File: config.mk
export PLATFORM = sky130hd
export DESIGN_NAME = ebfa_fifo
export DESIGN_NICKNAME = d
export VERILOG_FILES = /design/src/rtl/exponent_binned_float_accumulator_assert.svh /design/src/rtl/ebfa_pkg.sv /design/src/rtl/ebfa_fifo.sv
export SDC_FILE = /design/constraint.sdc
export NUM_CORES = 1
export LEC_CHECK = 0
export ABC_AREA = 1
export BUFFER_PORTS_ARGS = -buffer_cell sky130_fd_sc_hd__buf_2
export CAP_MARGIN = 20
export CORE_MARGIN = 2
export CORE_UTILIZATION = 57
export CTS_CLUSTER_DIAMETER = 30
export DETAILED_ROUTE_END_ITERATION = 16
export PLACE_DENSITY = 0.88
export SLEW_MARGIN = 10
export SYNTH_ARGS = -nofsm -noshare
export SYNTH_HDL_FRONTEND = slang
export SYNTH_SLANG_ARGS = --single-unit
File: constraint.sdc
create_clock -name i_clk -period 5.2 [get_ports i_clk]
set_input_delay 1.04 -clock i_clk [delete_from_list [all_inputs] [get_ports i_clk]]
set_output_delay 1.04 -clock i_clk [all_outputs]
set_load 0.1 [all_outputs]
File: src/rtl/exponent_binned_float_accumulator_assert.svh
// Assertion macros for the exponent-binned accumulator.
// Each macro expects i_clk and i_rst_n in scope.
`ifndef EXPONENT_BINNED_FLOAT_ACCUMULATOR_ASSERT_SVH
`define EXPONENT_BINNED_FLOAT_ACCUMULATOR_ASSERT_SVH

// Same-cycle implication
`define EBFA_AST_IMP(lbl, ante, cons, msg) \
    lbl: assert property (@(posedge i_clk) disable iff (!i_rst_n) (ante) |-> (cons)) \
        else $error(msg);

// Next-cycle implication
`define EBFA_AST_NXT(lbl, ante, cons, msg) \
    lbl: assert property (@(posedge i_clk) disable iff (!i_rst_n) (ante) |=> (cons)) \
        else $error(msg);

`endif

File: src/rtl/ebfa_pkg.sv
// ----------------------------------------------------------------------------
// ebfa_pkg
// Shared types and constants of the exponent-binned accumulator.
// ----------------------------------------------------------------------------
`timescale 1ns / 1ps

package ebfa_pkg;

    localparam int NUM_BINS  = 256;
    localparam int BIN_W     = $clog2(NUM_BINS);
    localparam int SP_MANT_W = 23;
    localparam int DP_W      = 64;

    localparam logic [DP_W-1:0] DP_POS_ZERO = '0;

    // One binned item on its way from front to back
    typedef struct packed {
        logic [BIN_W-1:0] bin;
        logic [DP_W-1:0]  val;
        logic             last;
    } t_job;

endpackage

File: src/rtl/ebfa_fifo.sv
// ----------------------------------------------------------------------------
// ebfa_fifo
// Short job queue between the front and back parts.
// ----------------------------------------------------------------------------
`timescale 1ns / 1ps

module ebfa_fifo (
    input  logic           i_clk,
    input  logic           i_rst_n,
    input  logic           i_push,
    input  ebfa_pkg::t_job i_data,
    output logic           o_full,
    input  logic           i_pop,
    output logic           o_empty,
    output ebfa_pkg::t_job o_data
);

    localparam int DEPTH = 4;
    localparam int PTR_W = $clog2(DEPTH);

    ebfa_pkg::t_job     r_mem [DEPTH];
    logic [PTR_W-1:0]   r_wp, n_wp;
    logic [PTR_W-1:0]   r_rp, n_rp;
    logic [PTR_W:0]     r_cnt, n_cnt;
    logic               w_wr, w_rd;

    assign o_full  = (r_cnt == (PTR_W+1)'(DEPTH));
    assign o_empty = (r_cnt == '0);
    assign w_wr    = i_push & ~o_full;
    assign w_rd    = i_pop & ~o_empty;
    assign o_data  = r_mem[r_rp];

    always_comb begin
        n_wp  = w_wr ? r_wp + 1'b1 : r_wp;
        n_rp  = w_rd ? r_rp + 1'b1 : r_rp;
        n_cnt = r_cnt + (PTR_W+1)'(w_wr) - (PTR_W+1)'(w_rd);
    end

    always_ff @(posedge i_clk) begin
        if (!i_rst_n) begin
            r_wp  <= '0;
            r_rp  <= '0;
            r_cnt <= '0;
        end else begin
            r_wp  <= n_wp;
            r_rp  <= n_rp;
            r_cnt <= n_cnt;
        end
        if (w_wr) begin
            r_mem[r_wp] <= i_data;
        end
    end

endmodule

* Word level (Yosys, flattened, before mapping)
Memory sizes are Yosys's and may differ from the RTL's. A register that Yosys moved wholly into a read port is not among the register bits.
Cells that the tools add are included.
** Word-level totals
- Flip-flop bits (word level) :: 7
- Latch bits :: 0
- Bits in writable memories :: 292
- Memory bits (read-only) :: 0
- Bits of input ports :: 77
- Output and inout port bits :: 75
- Logic and storage cells :: 18
- Memories :: 1
** Cells by class
- Add/sub/neg operators :: 4
- $mul :: 0
- Div/mod/pow operators :: 0
- Order comparisons :: 0
- Equality and inequality tests :: 1
- Shift operators :: 0
- Muxes and demuxes :: 4
- Bitwise operators :: 4
- Reductions and logical operators :: 1
** Memories
- r_mem :: words 4, width 73, read ports 1, clocked after memory_dff 1, write ports 1, RTL line ebfa_fifo.sv:21 : ebfa_pkg::t_job r_mem [DEPTH];
** Operator list (count)
- 2-bit by 1-bit adder with 2-bit output, second input constant :: 2
- 2-bit 2-to-1 mux :: 2
- 3-bit by 1-bit adder with 3-bit output :: 1
- 3-bit equality test, second input constant :: 1
- 3-bit logical NOT :: 1
- 3-bit by 1-bit subtractor with 3-bit output :: 1
- 1-bit bitwise AND :: 2
- 1-bit 2-to-1 mux :: 2
- 1-bit NOT :: 2

* Logic depth before layout (Yosys ltp)
- Word-level depth :: 5
- Depth in mapped cells :: 11
- Depth with buffers taken out :: 11

* Worst setup path after synthesis
OpenSTA, ideal clock, no wires.
- Path type :: input -> register
- Start point :: in i_push
- End point :: mem r_mem[0][0] in the netlist's numbering, enable pin
- Library setup time :: 0.505 ns
- Arrival time :: 4.206 ns
- Data required time :: 4.695 ns
- Path slack :: 0.489 ns
- Cell stages on the path :: 2
- Buffers on the path :: 0
- Path through :: nand2_1 nor2_1
** On the way
- Cells in the longest elaborated chain, start to end :: 3
** RTL lines
- start: declaration :: RTL line ebfa_fifo.sv:10 : input logic i_push,
- 1-bit bitwise AND :: RTL line ebfa_fifo.sv:29 : assign w_wr = i_push & ~o_full;
- 1-bit 2-to-1 mux :: RTL line ebfa_fifo.sv:49 : if (w_wr) begin
- 1-bit 2-to-1 mux (not written as such) :: RTL line ebfa_fifo.sv:50 : r_mem[r_wp] <= i_data;
- end: declaration :: RTL line ebfa_fifo.sv:21
Every way passes these cells.

==> impl_results.rst <==
.. list-table::
   :header-rows: 1

   * - Metric
     - Value
   * - Result of the run
     - completed
   * - Weighted congestion at the end of routability-driven global placement
     - 0.7472
   * - Share of flip-flops with an asynchronous set or reset after synthesis
     - 0%
   * - Routed length per instance
     - 19.15 um
   * - Sort of element at the end of the critical path
     - primary output
   * - Number of gates given a new drive strength after cts
     - 0
   * - Filler instances
     - 1244
   * - Hold wc startpoint
     - r_rp[0]
   * - Initial antenna violation count
     - 1
   * - Top cells by area in the synthesized netlist
     - sky130_fd_sc_hd__edfxtp_1 (77%), sky130_fd_sc_hd__nor2_1 (5.2%), sky130_fd_sc_hd__o22ai_1 (4.0%), sky130_fd_sc_hd__o21ai_0 (3.5%), sky130_fd_sc_hd__o21ai_1 (3.0%)
   * - Clock Skew
     - 18.40 ps
   * - Source of the worst register-to-register timing path
     - r_cnt[1]
   * - Relative slew margins
     - 37.56%
   * - Global-route wire length before repair
     - 36.69 mm
   * - Hold-fix buffers, CTS
     - 0
   * - Clock Root Buffer
     - sky130_fd_sc_hd__clkbuf_16
   * - Global-route usage over all layers
     - 22.23%
   * - Cell variety after synth
     - 19
   * - Highest clock rate
     - 0.2410 GHz
   * - Detailed-route vias per instance
     - 5.668
   * - Cell area after technology mapping
     - 11320 um2
   * - Ratio of cells with drive above 1 in the final layout
     - 25.64%
   * - Number of enable-type register cells in the synthesized netlist
     - 292
   * - Clock slew at reported path FFs
     - 50 ps
   * - Detail Route Antenna Nets
     - 0
   * - Cell with the most instances after synthesis
     - sky130_fd_sc_hd__edfxtp_1
   * - Power per standard cell area
     - 679.9 nW/um2
   * - Placeable Area
     - 19460 um2
   * - Gate count of the mapped netlist
     - 774
   * - Worst flop-to-flop path endpoint
     - r_cnt[2]
   * - Worst-margin pin slew
     - 936.6 ps
   * - Maximum number of pins on one net before global-route repair
     - 97
   * - Summed negative setup slack over all endpoints
     - 0 ps
   * - Congestion Overflow GR
     - 0
   * - Ports
     - 152
   * - Height of the die
     - 144.9 um
   * - Number of endpoints with negative hold slack in the final report
     - 0
   * - Largest buffer count on any clock path
     - 3
   * - Unrepaired setup endpoints after global routing
     - false
   * - Static Leak
     - 4.988 nW
   * - Layout overhead on the synthesized area
     - 22.45%
   * - DR vias
     - 7057
   * - Worst endpoint data arrival time
     - 3110 ps
   * - Post-synthesis sequential element count
     - 301
   * - Hold Path Depth
     - 2
   * - Number of DRC markers in iteration 0
     - 567
   * - Number of cells on the worst reg-to-reg path
     - 10
   * - Depth of the CTS H-tree
     - 2
   * - Net count after synthesis
     - 858
   * - Final cycle utilization of the critical path
     - 79.79%
   * - Final Setup Violations
     - 0
   * - Clock period minus final worst setup slack
     - 4149 ps
   * - Residual DRC count
     - 0
   * - Final core occ
     - 71.21%
   * - Setup CP Type
     - register to primary output
   * - Final Routed Wirelength
     - 23.84 mm
   * - Hold WC Path Type
     - register to register
   * - # nets final
     - 1025
   * - Initial core utilization
     - 58.15%
   * - Die width
     - 144.9 um
   * - Clock tree from TritonCTS
     - yes
   * - Mean post-synth cell area
     - 14.62 um2
   * - Post-CTS Setup Bufs
     - 0
   * - First-pass detailed-route iteration total
     - 6
   * - Vias in the first global route
     - 7106
   * - Worst R2R Setup Slack
     - 2910 ps
   * - Die outline area
     - 21000 um2
   * - Worst-case vdd ir drop
     - 581.9 uV
   * - Cell type with the largest total area after synthesis
     - sky130_fd_sc_hd__edfxtp_1
   * - Row Count
     - 51
   * - Max Transition Viols Final
     - 0
   * - Crit path required time
     - 4160 ps
   * - Main flop type after synthesis
     - sky130_fd_sc_hd__edfxtp_1
   * - Multi-input gate area in the final layout
     - 2003 um2
   * - Capture endpoint of the worst hold path
     - r_rp[0]
   * - Number of sinks driven by the clock tree
     - 301
   * - Number of buffers added on ports
     - 151
   * - Seq. cell area
     - 8954 um2
   * - Share of the synthesized area in the top cell type
     - 77.48%
   * - Number of maximum-capacitance constraint violations
     - 0
   * - Total number of yosys warnings
     - 0
   * - Detailed placement HPWL
     - 12.67 mm
   * - Total clock buffers created by CTS
     - 46
   * - Sequential share of the synthesized area
     - 79.07%
   * - Type of element launching the critical path
     - register
   * - Clock insertion delay at the later pin of the skew report
     - 530 ps
   * - Most used standard cells in the synthesized netlist
     - sky130_fd_sc_hd__edfxtp_1 (292), sky130_fd_sc_hd__nor2_1 (158), sky130_fd_sc_hd__o21ai_0 (79)
   * - CP max FO
     - 96
-- sequential cells by signal, summed over array words and instances, names as in the netlist, named ones only --
name	count
r_cnt	3
r_mem	292
r_rp	2
r_wp	2
-- critical path: stages, from the launching register on --
cell	delay, ps
sky130_fd_sc_hd__dfxtp_4	690
sky130_fd_sc_hd__buf_4	770
sky130_fd_sc_hd__o21ai_0	260
sky130_fd_sc_hd__o22ai_1	280
sky130_fd_sc_hd__buf_2	470
-- through the flow --
stage / area, um2 / hold slack, ps / power [W] / worst slack [ps] / instances
CTS: 13840 / 502.6 / 0.009449 / 1081 / 1243
global route: 13860 / 535.1 / 0.009718 / 879.3 / 1244
global placement: 12220 / 466.2 / 0.006272 / 1756 / 1157
floorplan: 11320 / 448.1 / 0.005837 / 489.3 / 774
detailed placement: 12220 / 489.2 / 0.006326 / 1692 / 1157
finish: 13860 / 498.5 / 0.009423 / 1051 / 1245
-- report_power, final --
group / internal (W) / switching (W) / total, W
combinational: 0.000463 / 0.00279 / 0.00325
clock: 0.00204 / 0.00107 / 0.00311
sequential: 0.00296 / 0.0000996 / 0.00306
total: 0.00547 / 0.00396 / 0.00942
-- area by class of cell --
type	count	area share, %
timing repair buffer	166	6.356
tap	265	2.393
antenna	1	0.01806
clock buffer	56	9.110
clock inverter	30	2.528
multi-input combinational	407	14.45
inverter	19	0.5327
sequential	301	64.61
-- worst max-delay path by stage --
stage	from	slack [ps]	cells past startpoint	end
after floorplan	i_push	490	2	r_mem[0][0]
after global placement	register	1760	4	o_data[12]
after detailed placement	register	1690	5	o_data[67]
after CTS	register	1080	5	o_data[71]
after global routing	register	880	4	o_data[71]
final	register	1050	4	o_data[71]
-- routing by layer --
metal	vias to the layer above	GRT usage, %	routed length (um)
li1	3250	-	-
met1	3477	27.89	9506
met5	-	0	0
met4	0	7.970	529
met2	284	37.52	11920
met3	46	6.006	1882
-- cell families after synthesis --
logic type                 synth area share, %
AOI/OAI and AO/OA                        10.71
adders and majority gates               0.8402
buffers and inverters                    3.494
DFF                                      79.07
and+or+nand+nor                          5.882
-- cells in the final DEF (no fill, tap or decap), types with 2 or more instances in the layout --
cell	count
sky130_fd_sc_hd__a21oi_1	5
sky130_fd_sc_hd__buf_2	151
sky130_fd_sc_hd__buf_4	14
sky130_fd_sc_hd__bufinv_16	6
sky130_fd_sc_hd__clkbuf_1	6
sky130_fd_sc_hd__clkbuf_16	49
sky130_fd_sc_hd__clkinv_1	3
sky130_fd_sc_hd__clkinv_2	6
sky130_fd_sc_hd__clkinv_4	5
sky130_fd_sc_hd__clkinvlp_4	6
sky130_fd_sc_hd__dfxtp_1	7
sky130_fd_sc_hd__edfxtp_1	292
sky130_fd_sc_hd__ha_1	6
sky130_fd_sc_hd__inv_1	17
sky130_fd_sc_hd__inv_6	2
sky130_fd_sc_hd__inv_8	2
sky130_fd_sc_hd__nand2_1	14
sky130_fd_sc_hd__nand3_1	4
sky130_fd_sc_hd__nor2_1	154
sky130_fd_sc_hd__nor2_4	4
sky130_fd_sc_hd__o21ai_0	79
sky130_fd_sc_hd__o21ai_1	67
sky130_fd_sc_hd__o22ai_1	73
No activity file was read; power rests on OpenSTA's default activity.
