--- config.mk ---
export PLATFORM = sky130hd
export DESIGN_NAME = ebfa_front
export DESIGN_NICKNAME = d
export VERILOG_FILES = /design/src/rtl/exponent_binned_float_accumulator_assert.svh /design/src/rtl/ebfa_pkg.sv /design/src/rtl/ebfa_front.sv
export SDC_FILE = /design/constraint.sdc
export NUM_CORES = 1
export LEC_CHECK = 0
export BUFFER_PORTS_ARGS = -buffer_cell sky130_fd_sc_hd__buf_2
export CAP_MARGIN = 20
export CORE_MARGIN = 10
export CORE_UTILIZATION = 53
export CTS_CLUSTER_SIZE = 14
export DETAILED_ROUTE_END_ITERATION = 12
export GPL_ROUTABILITY_DRIVEN = 0
export PLACE_DENSITY_LB_ADDON = 0.15
export SLEW_MARGIN = 25
export SYNTH_ARGS = -nofsm -noshare
export SYNTH_HDL_FRONTEND = slang
export SYNTH_SLANG_ARGS = --single-unit
--- constraint.sdc ---
create_clock -name i_clk -period 3.4 [get_ports i_clk]
set_input_delay 0.68 -clock i_clk [delete_from_list [all_inputs] [get_ports i_clk]]
set_output_delay 0.68 -clock i_clk [all_outputs]
set_load 0.01 [all_outputs]
--- src/rtl/exponent_binned_float_accumulator_assert.svh ---
// Assertion macros for the exponent-binned accumulator.
// Each macro expects i_clk and i_rst_n in scope.
`ifndef EXPONENT_BINNED_FLOAT_ACCUMULATOR_ASSERT_SVH
`define EXPONENT_BINNED_FLOAT_ACCUMULATOR_ASSERT_SVH

// Same-cycle implication
`define EBFA_AST_IMP(lbl, ante, cons, msg) \
    lbl: assert property (@(posedge i_clk) disable iff (!i_rst_n) (ante) |-> (cons)) \
        else $error(msg);

// Next-cycle implication
`define EBFA_AST_NXT(lbl, ante, cons, msg) \
    lbl: assert property (@(posedge i_clk) disable iff (!i_rst_n) (ante) |=> (cons)) \
        else $error(msg);

`endif

--- src/rtl/ebfa_pkg.sv ---
// ----------------------------------------------------------------------------
// ebfa_pkg
// Shared types and constants of the exponent-binned accumulator.
// ----------------------------------------------------------------------------
`timescale 1ns / 1ps

package ebfa_pkg;

    localparam int NUM_BINS  = 256;
    localparam int BIN_W     = $clog2(NUM_BINS);
    localparam int SP_MANT_W = 23;
    localparam int DP_W      = 64;

    localparam logic [DP_W-1:0] DP_POS_ZERO = '0;

    // One binned item on its way from front to back
    typedef struct packed {
        logic [BIN_W-1:0] bin;
        logic [DP_W-1:0]  val;
        logic             last;
    } t_job;

endpackage

--- src/rtl/ebfa_front.sv ---
// ----------------------------------------------------------------------------
// ebfa_front
// Accepts single-precision items, widens them to double and picks the bin.
// ----------------------------------------------------------------------------
`timescale 1ns / 1ps

module ebfa_front (
    input  logic                i_clk,
    input  logic                i_rst_n,
    input  logic                push,
    output logic                full,
    input  logic [31:0]         i_partial_sum,
    input  logic                i_last,
    output logic                o_job_vld,
    input  logic                i_job_full,
    output ebfa_pkg::t_job      o_job
);

    logic           r_vld, n_vld;
    ebfa_pkg::t_job r_job, n_job;
    logic           w_accept;
    logic           w_fwd;
    logic [63:0]    w_wide;
    logic           s;
    logic [7:0]     e;
    logic [22:0]    f;
    logic [4:0]     p;
    logic [51:0]    sub_mant;

    // exact float -> double conversion
    always_comb begin
        s = i_partial_sum[31];
        e = i_partial_sum[30:23];
        f = i_partial_sum[22:0];
        p = '0;
        for (int k = 0; k < 23; k++) begin
            if (f[k]) begin
                p = 5'(k);
            end
        end
        sub_mant = 52'({f, 29'b0} << (5'd23 - p));
        if (e == 8'hFF) begin
            if (f == '0) begin
                w_wide = {s, 11'h7FF, 52'b0};
            end else begin
                // signalling NaN gets quieted
                w_wide = {s, 11'h7FF, 1'b1, f[21:0], 29'b0};
            end
        end else if (e == 8'h00) begin
            if (f == '0) begin
                w_wide = {s, 63'b0};
            end else begin
                w_wide = {s, 11'(11'd874 + 11'(p)), sub_mant};
            end
        end else begin
            w_wide = {s, 11'(11'd896 + 11'(e)), f, 29'b0};
        end
    end

    assign full     = r_vld & i_job_full;
    assign w_accept = push & ~full;
    assign w_fwd    = r_vld & ~i_job_full;

    always_comb begin
        n_vld = r_vld;
        n_job = r_job;
        if (w_accept) begin
            n_vld     = 1'b1;
            n_job.bin = i_partial_sum[30:23];
            n_job.val = w_wide;
            n_job.last = i_last;
        end else if (w_fwd) begin
            n_vld = 1'b0;
        end
    end

    always_ff @(posedge i_clk) begin
        if (!i_rst_n) begin
            r_vld <= 1'b0;
        end else begin
            r_vld <= n_vld;
        end
        r_job <= n_job;
    end

    assign o_job_vld = r_vld;
    assign o_job     = r_job;

endmodule

# Word level (Yosys, flattened, before mapping)
# Cells that the tools add are included.
totals:
  ff_bits: 74
  latch_bits: 0
  ramBits: 0
  romBits: 0
  input_bits: 37
  output_inout_bits: 75
  memories: 0
classes:
  add_sub_neg: 3
  mul: 0
  div: 0
  magnitude_cmp: 0
  n_eq_ne: 1
  shifts: 1
  n_mux: 28
  bitwise_logic: 5
  reduce_logical: 3
ops:
  columns: ["op", "n"]
  rows:
  - ["63-bit 2-to-1 mux", 3]
  - ["5-bit 2-to-1 mux", 21]
  - ["52-bit 2-to-1 mux", 1]
  - ["52-bit by 5-bit << shifter with 52-bit output", 1]
  - ["23-bit zero test", 1]
  - ["10-bit by 5-bit adder with 11-bit output (first input constant)", 1]
  - ["10-bit by 8-bit adder with 11-bit output (first input constant)", 1]
  - ["8-bit == test (second input constant)", 1]
  - ["8-bit zero test", 1]
  - ["5-bit subtractor (first input constant)", 1]
  - ["1-bit AND", 3]
  - ["1-bit 2-to-1 mux", 3]
  - ["1-bit NOT", 2]
  - ["2-bit nonzero test", 1]

# Longest topological paths before layout
depth:
  word_depth: 27
  mapped_depth: 12

# Worst setup path before layout
# Ideal clock, no wire load.
synth_timing:
  path_kind: "input-to-reg"
  from: "in i_job_full"
  to: "reg r_job, in the netlist o_job[0] (enable)"
  setup_ns: 0.448
  arrival_time_ns: 2.823
  required_ns: 2.952
  slack_ns: 0.128
  stages: 2
  path_buffers: 0
  path_cell_list: "and2_1 -> nor2b_1"
synth_between:
  elab_chain_len: 3
synth_rtl:
  columns: ["element", "line_no", "source"]
  rows:
  - ["start, declared", "ebfa_front.sv:15", "input logic i_job_full,"]
  - ["1-bit AND", "ebfa_front.sv:60", "assign full = r_vld & i_job_full;"]
  - ["1-bit NOT", "ebfa_front.sv:61", "assign w_accept = push & ~full;"]
  - ["1-bit AND", "ebfa_front.sv:61", null]
  - ["end signal, assigned", "ebfa_front.sv:83", "r_job <= n_job;"]
  - ["end, declared", "ebfa_front.sv:20", "ebfa_pkg::t_job r_job, n_job;"]
# No other way between the ends.
# A chain may end at the register's enable or synchronous reset.

# Worst setup path after layout
layout_timing:
  from: "in i_partial_sum[13]"
  to: "reg r_job, in the netlist o_job[51], data pin"
layout_between:
  elab_chain_len: 15
  word_cells_on_any_way: 17
  cone_classes: "add/sub: 1; shift: 1; mux: 14; reduce/logical: 1"
layout_rtl:
  columns: ["element", "line_no", "source"]
  rows:
  - ["start, declared", "ebfa_front.sv:12", "input logic [31:0] i_partial_sum,"]
  - ["5-bit 2-to-1 mux (10 in a row)", "ebfa_front.sv:37", "if (f[k]) begin"]
  - ["5-bit subtractor", "ebfa_front.sv:41", "sub_mant = 52'({f, 29'b0} << (5'd23 - p));"]
  - ["52-bit by 5-bit << shifter with 52-bit output", "ebfa_front.sv:41", null]
  - ["63-bit 2-to-1 mux", "ebfa_front.sv:50", "if (f == '0) begin"]
  - ["63-bit 2-to-1 mux", "ebfa_front.sv:49", "end else if (e == 8'h00) begin"]
  - ["63-bit 2-to-1 mux (*)", "ebfa_front.sv:42", "if (e == 8'hFF) begin"]
  - ["named net w_wide[50]", "ebfa_front.sv:23", "logic [63:0] w_wide;"]
# The timed path passes the listed nets; every way through them passes the cells marked *.

==> out/qor.txt <==
Worst-Margin Slew - 710 ps
Leakage - 0.00179 uW
Fin. Hold Viols - 0
RSZ-0062 raised after global routing - false
Register clock-pin slew on the reported worst setup and hold paths - 90 ps
Max cap viols - 0
Most frequent cells after synthesis - 43 x edfxtp_1, 33 x buf_4, 30 x nor2_1
Netlist cell types - 75
Met1 Resource Use GR - 27.5%
Count leader, synth - edfxtp_1
Slew HR - 52.5%
Initial DRC Count - 565
Crit Reg-Reg Endpoint - o_job[30]$_DFFE_PP_
Maximum vdd drop - 0.167 mV
Synth async-reset ratio - 0%
Post-synth EDFFs - 43
Largest area contributor in the netlist - edfxtp_1
Slowest-stage cell, CP - mux2i_1
FF-to-FF path depth - 3
TritonCTS Buffers - 5
Initial antenna violation count - 0
WP data required - 3460 ps
Final critical-path share of the clock period - 90.7%
# setup viols final - 0
Setup crit start - i_partial_sum[13]
Router iterations before antenna repair - 6
CTS sink count - 44
ANT cells - 0
CTS tree - yes
Setup TNS - 0 ps
Worst hold path class - primary input to register
Total power draw - 1480 uW
Worst Path Max Fanout - 8
Critical-path cell list - buf_2 -> nor2b_1 -> o21ai_1 -> nand2_1 -> o21ai_4 -> mux2i_1 -> nor2_1 -> or3_1 -> a221o_1
Total Die Area - 10,900 um^2
Final net count - 523
Placed cell area - 4210 um^2
F_max - 324 MHz
Top post-synthesis cells by area - edfxtp_1 34%, mux2i_1 6.6%, buf_4 6.6%, nor2_1 3.0%, a21oi_1 2.9%
Top-area cell type share of the netlist area - 34.3%
Area delta synth->final - 15.0%
GR peak layer - met2
Ports - 112
Core Footprint - 6830 um^2
Register-to-Register Setup Slack - 1980 ps
DRC violations left - 0
Die width - 104 um
Initial Util - 55.1%
CTS Hold Bufs - 0
Status - complete, no violations
Clock Path Buffers - 2
Largest net degree at the start of global routing - 44
Cell Pwr Density - 343 nW/um^2
DR vias/cell - 6.45
WL per Instance - 21.5 um
# Post-CTS Setup Buffers - 0
Yosys reg bits - 44
First-pass GRT wire length - 19,500 um
Met3 Usage GRT - 6.13%
# rows - 30
Input/output buffers - 82
Minimum clock period - 3080 ps
Congestion Overflow GR - 0
Die Y - 104 um
Dpl ws - 69.9 ps
# resized after CTS - 0
Crit Path Category - primary input to register
Post-DP HPWL - 9440 um
Total GRT Usage - 21.7%
Post-synthesis instance total - 398
YS warnings - 0
Syn avg cell area - 9.46 um^2
CP Launch Type - primary input
Final setup margin - 315 ps
Clock Latency Late Sink - 310 ps
Layout Skew - 7.12 ps
Detailed Route WL - 12,400 um
ANT nets after route - 0
Crit path DAT - 3150 ps
Worst Setup End Kind - register
Max stage delay on crit path - 420 ps
Met2 GRT Util - 33.6%
Slew Viols, Final - 0
Vias in the first global route - 3,522
DR vias - 3,743
Register area share after synthesis - 34.8%
Post-Syn Area - 3760 um^2
Layout cells sized above 1 - 31.6%
H-tree Lvls - 2
Root buf cell - clkbuf_8
Final Cell Area - 4330 um^2
Top_reg_cell synth - edfxtp_1
Termination of the worst setup path - o_job[51]$_DFFE_PP_
Worst r2r src - o_job_vld$_SDFFE_PN0P_
Post-layout util - 63.4%
==> worst min-delay path by stage <==
stage / start / endpoint / slack [ps] / cells after the start
2_1_floorplan: o_job_vld$_SDFFE_PN0P_ / o_job_vld$_SDFFE_PN0P_ / 710 / 2
3_3_place_gp: o_job_vld$_SDFFE_PN0P_ / o_job_vld$_SDFFE_PN0P_ / 630 / 2
3_5_place_dp: o_job_vld$_SDFFE_PN0P_ / o_job_vld$_SDFFE_PN0P_ / 660 / 2
4_1_cts: i_partial_sum[31] / o_job[64]$_DFFE_PP_ / 550 / 1
5_1_grt: i_partial_sum[31] / o_job[64]$_DFFE_PP_ / 540 / 1
6_report: i_partial_sum[31] / o_job[64]$_DFFE_PP_ / 550 / 1
==> through the flow <==
step / cells / hold WS (ps)
2_1_floorplan: 426 / 712
3_3_place_gp: 572 / 634
3_5_place_dp: 572 / 664
4_1_cts: 580 / 548
5_1_grt: 580 / 541
6_report: 580 / 551
==> sequential cells by signal, summed over array words and instances, names as in the netlist <==
name       flops
o_job         43
o_job_vld      1
==> report_power, final <==
part           switching (uW)  internal (uW)  leakage (uW)
registers                6.70            634      0.000425
logic                     270            154       0.00131
clock network             197            221     0.0000548
total                     474           1010       0.00179
==> per-layer routing <==
layer / part of all wire [%] / vias to the layer above
li1: - / 1639
met5: 0 / -
met4: 3.1 / 0
met3: 13 / 39
met2: 45 / 313
met1: 38 / 1752
==> cell usage in the layout (no fill, tap or decap), types with 3 or more instances in the layout <==
| cell type | count |
|---|---|
| inv_1 | 10 |
| nand3_1 | 10 |
| a21oi_2 | 3 |
| a221oi_1 | 3 |
| and2_1 | 3 |
| o21bai_1 | 3 |
| ha_1 | 3 |
| a22o_1 | 3 |
| nand4_1 | 4 |
| conb_1 | 29 |
| a32o_1 | 3 |
| nor3_1 | 7 |
| a211oi_1 | 7 |
| o221ai_1 | 4 |
| o211ai_1 | 4 |
| nor2b_1 | 4 |
| a22oi_1 | 7 |
| a21oi_1 | 22 |
| a221o_1 | 4 |
| o22ai_1 | 8 |
| nor2_1 | 30 |
| buf_2 | 82 |
| o21ai_1 | 4 |
| buf_4 | 27 |
| nand2b_1 | 4 |
| nand2_1 | 28 |
| mux2i_1 | 25 |
| nor4_1 | 8 |
| a211oi_2 | 4 |
| clkbuf_8 | 5 |
| a21o_1 | 6 |
| edfxtp_1 | 43 |
| o21ai_0 | 15 |
| mux2_2 | 4 |
==> layout make-up <==
cell class | count | area, um^2
fillers | 612 | 2500
flip-flops and latches | 44 | 1310
clock buffers | 5 | 68.8
clock inverters | 3 | 46.3
repair buffers | 110 | 633
well taps | 96 | 120
multi-input cells | 309 | 2090
inverters | 13 | 61.3
==> critical path, delay by kind of cell <==
family	cells	cell delay (ps)
mux	1	420
compound gates	3	980
buf+inv	1	170
simple gates	4	880
==> cell families (layout without fill, tap and decap cells) <==
| logic type | after synthesis | in the layout | share of synthesized area, % |
|---|---|---|---|
| compound gates | 133 | 133 | 27.7 |
| simple gates | 112 | 112 | 14.9 |
| buf+inv | 73 | 131 | 12.7 |
| flops | 44 | 44 | 34.8 |
| mux | 31 | 31 | 8.57 |
| fa+ha+maj | 3 | 3 | 0.997 |
| other cells | 1 | 29 | 0.0996 |
| xor+xnor | 1 | 1 | 0.233 |
Power figures use the tool's default switching activity.
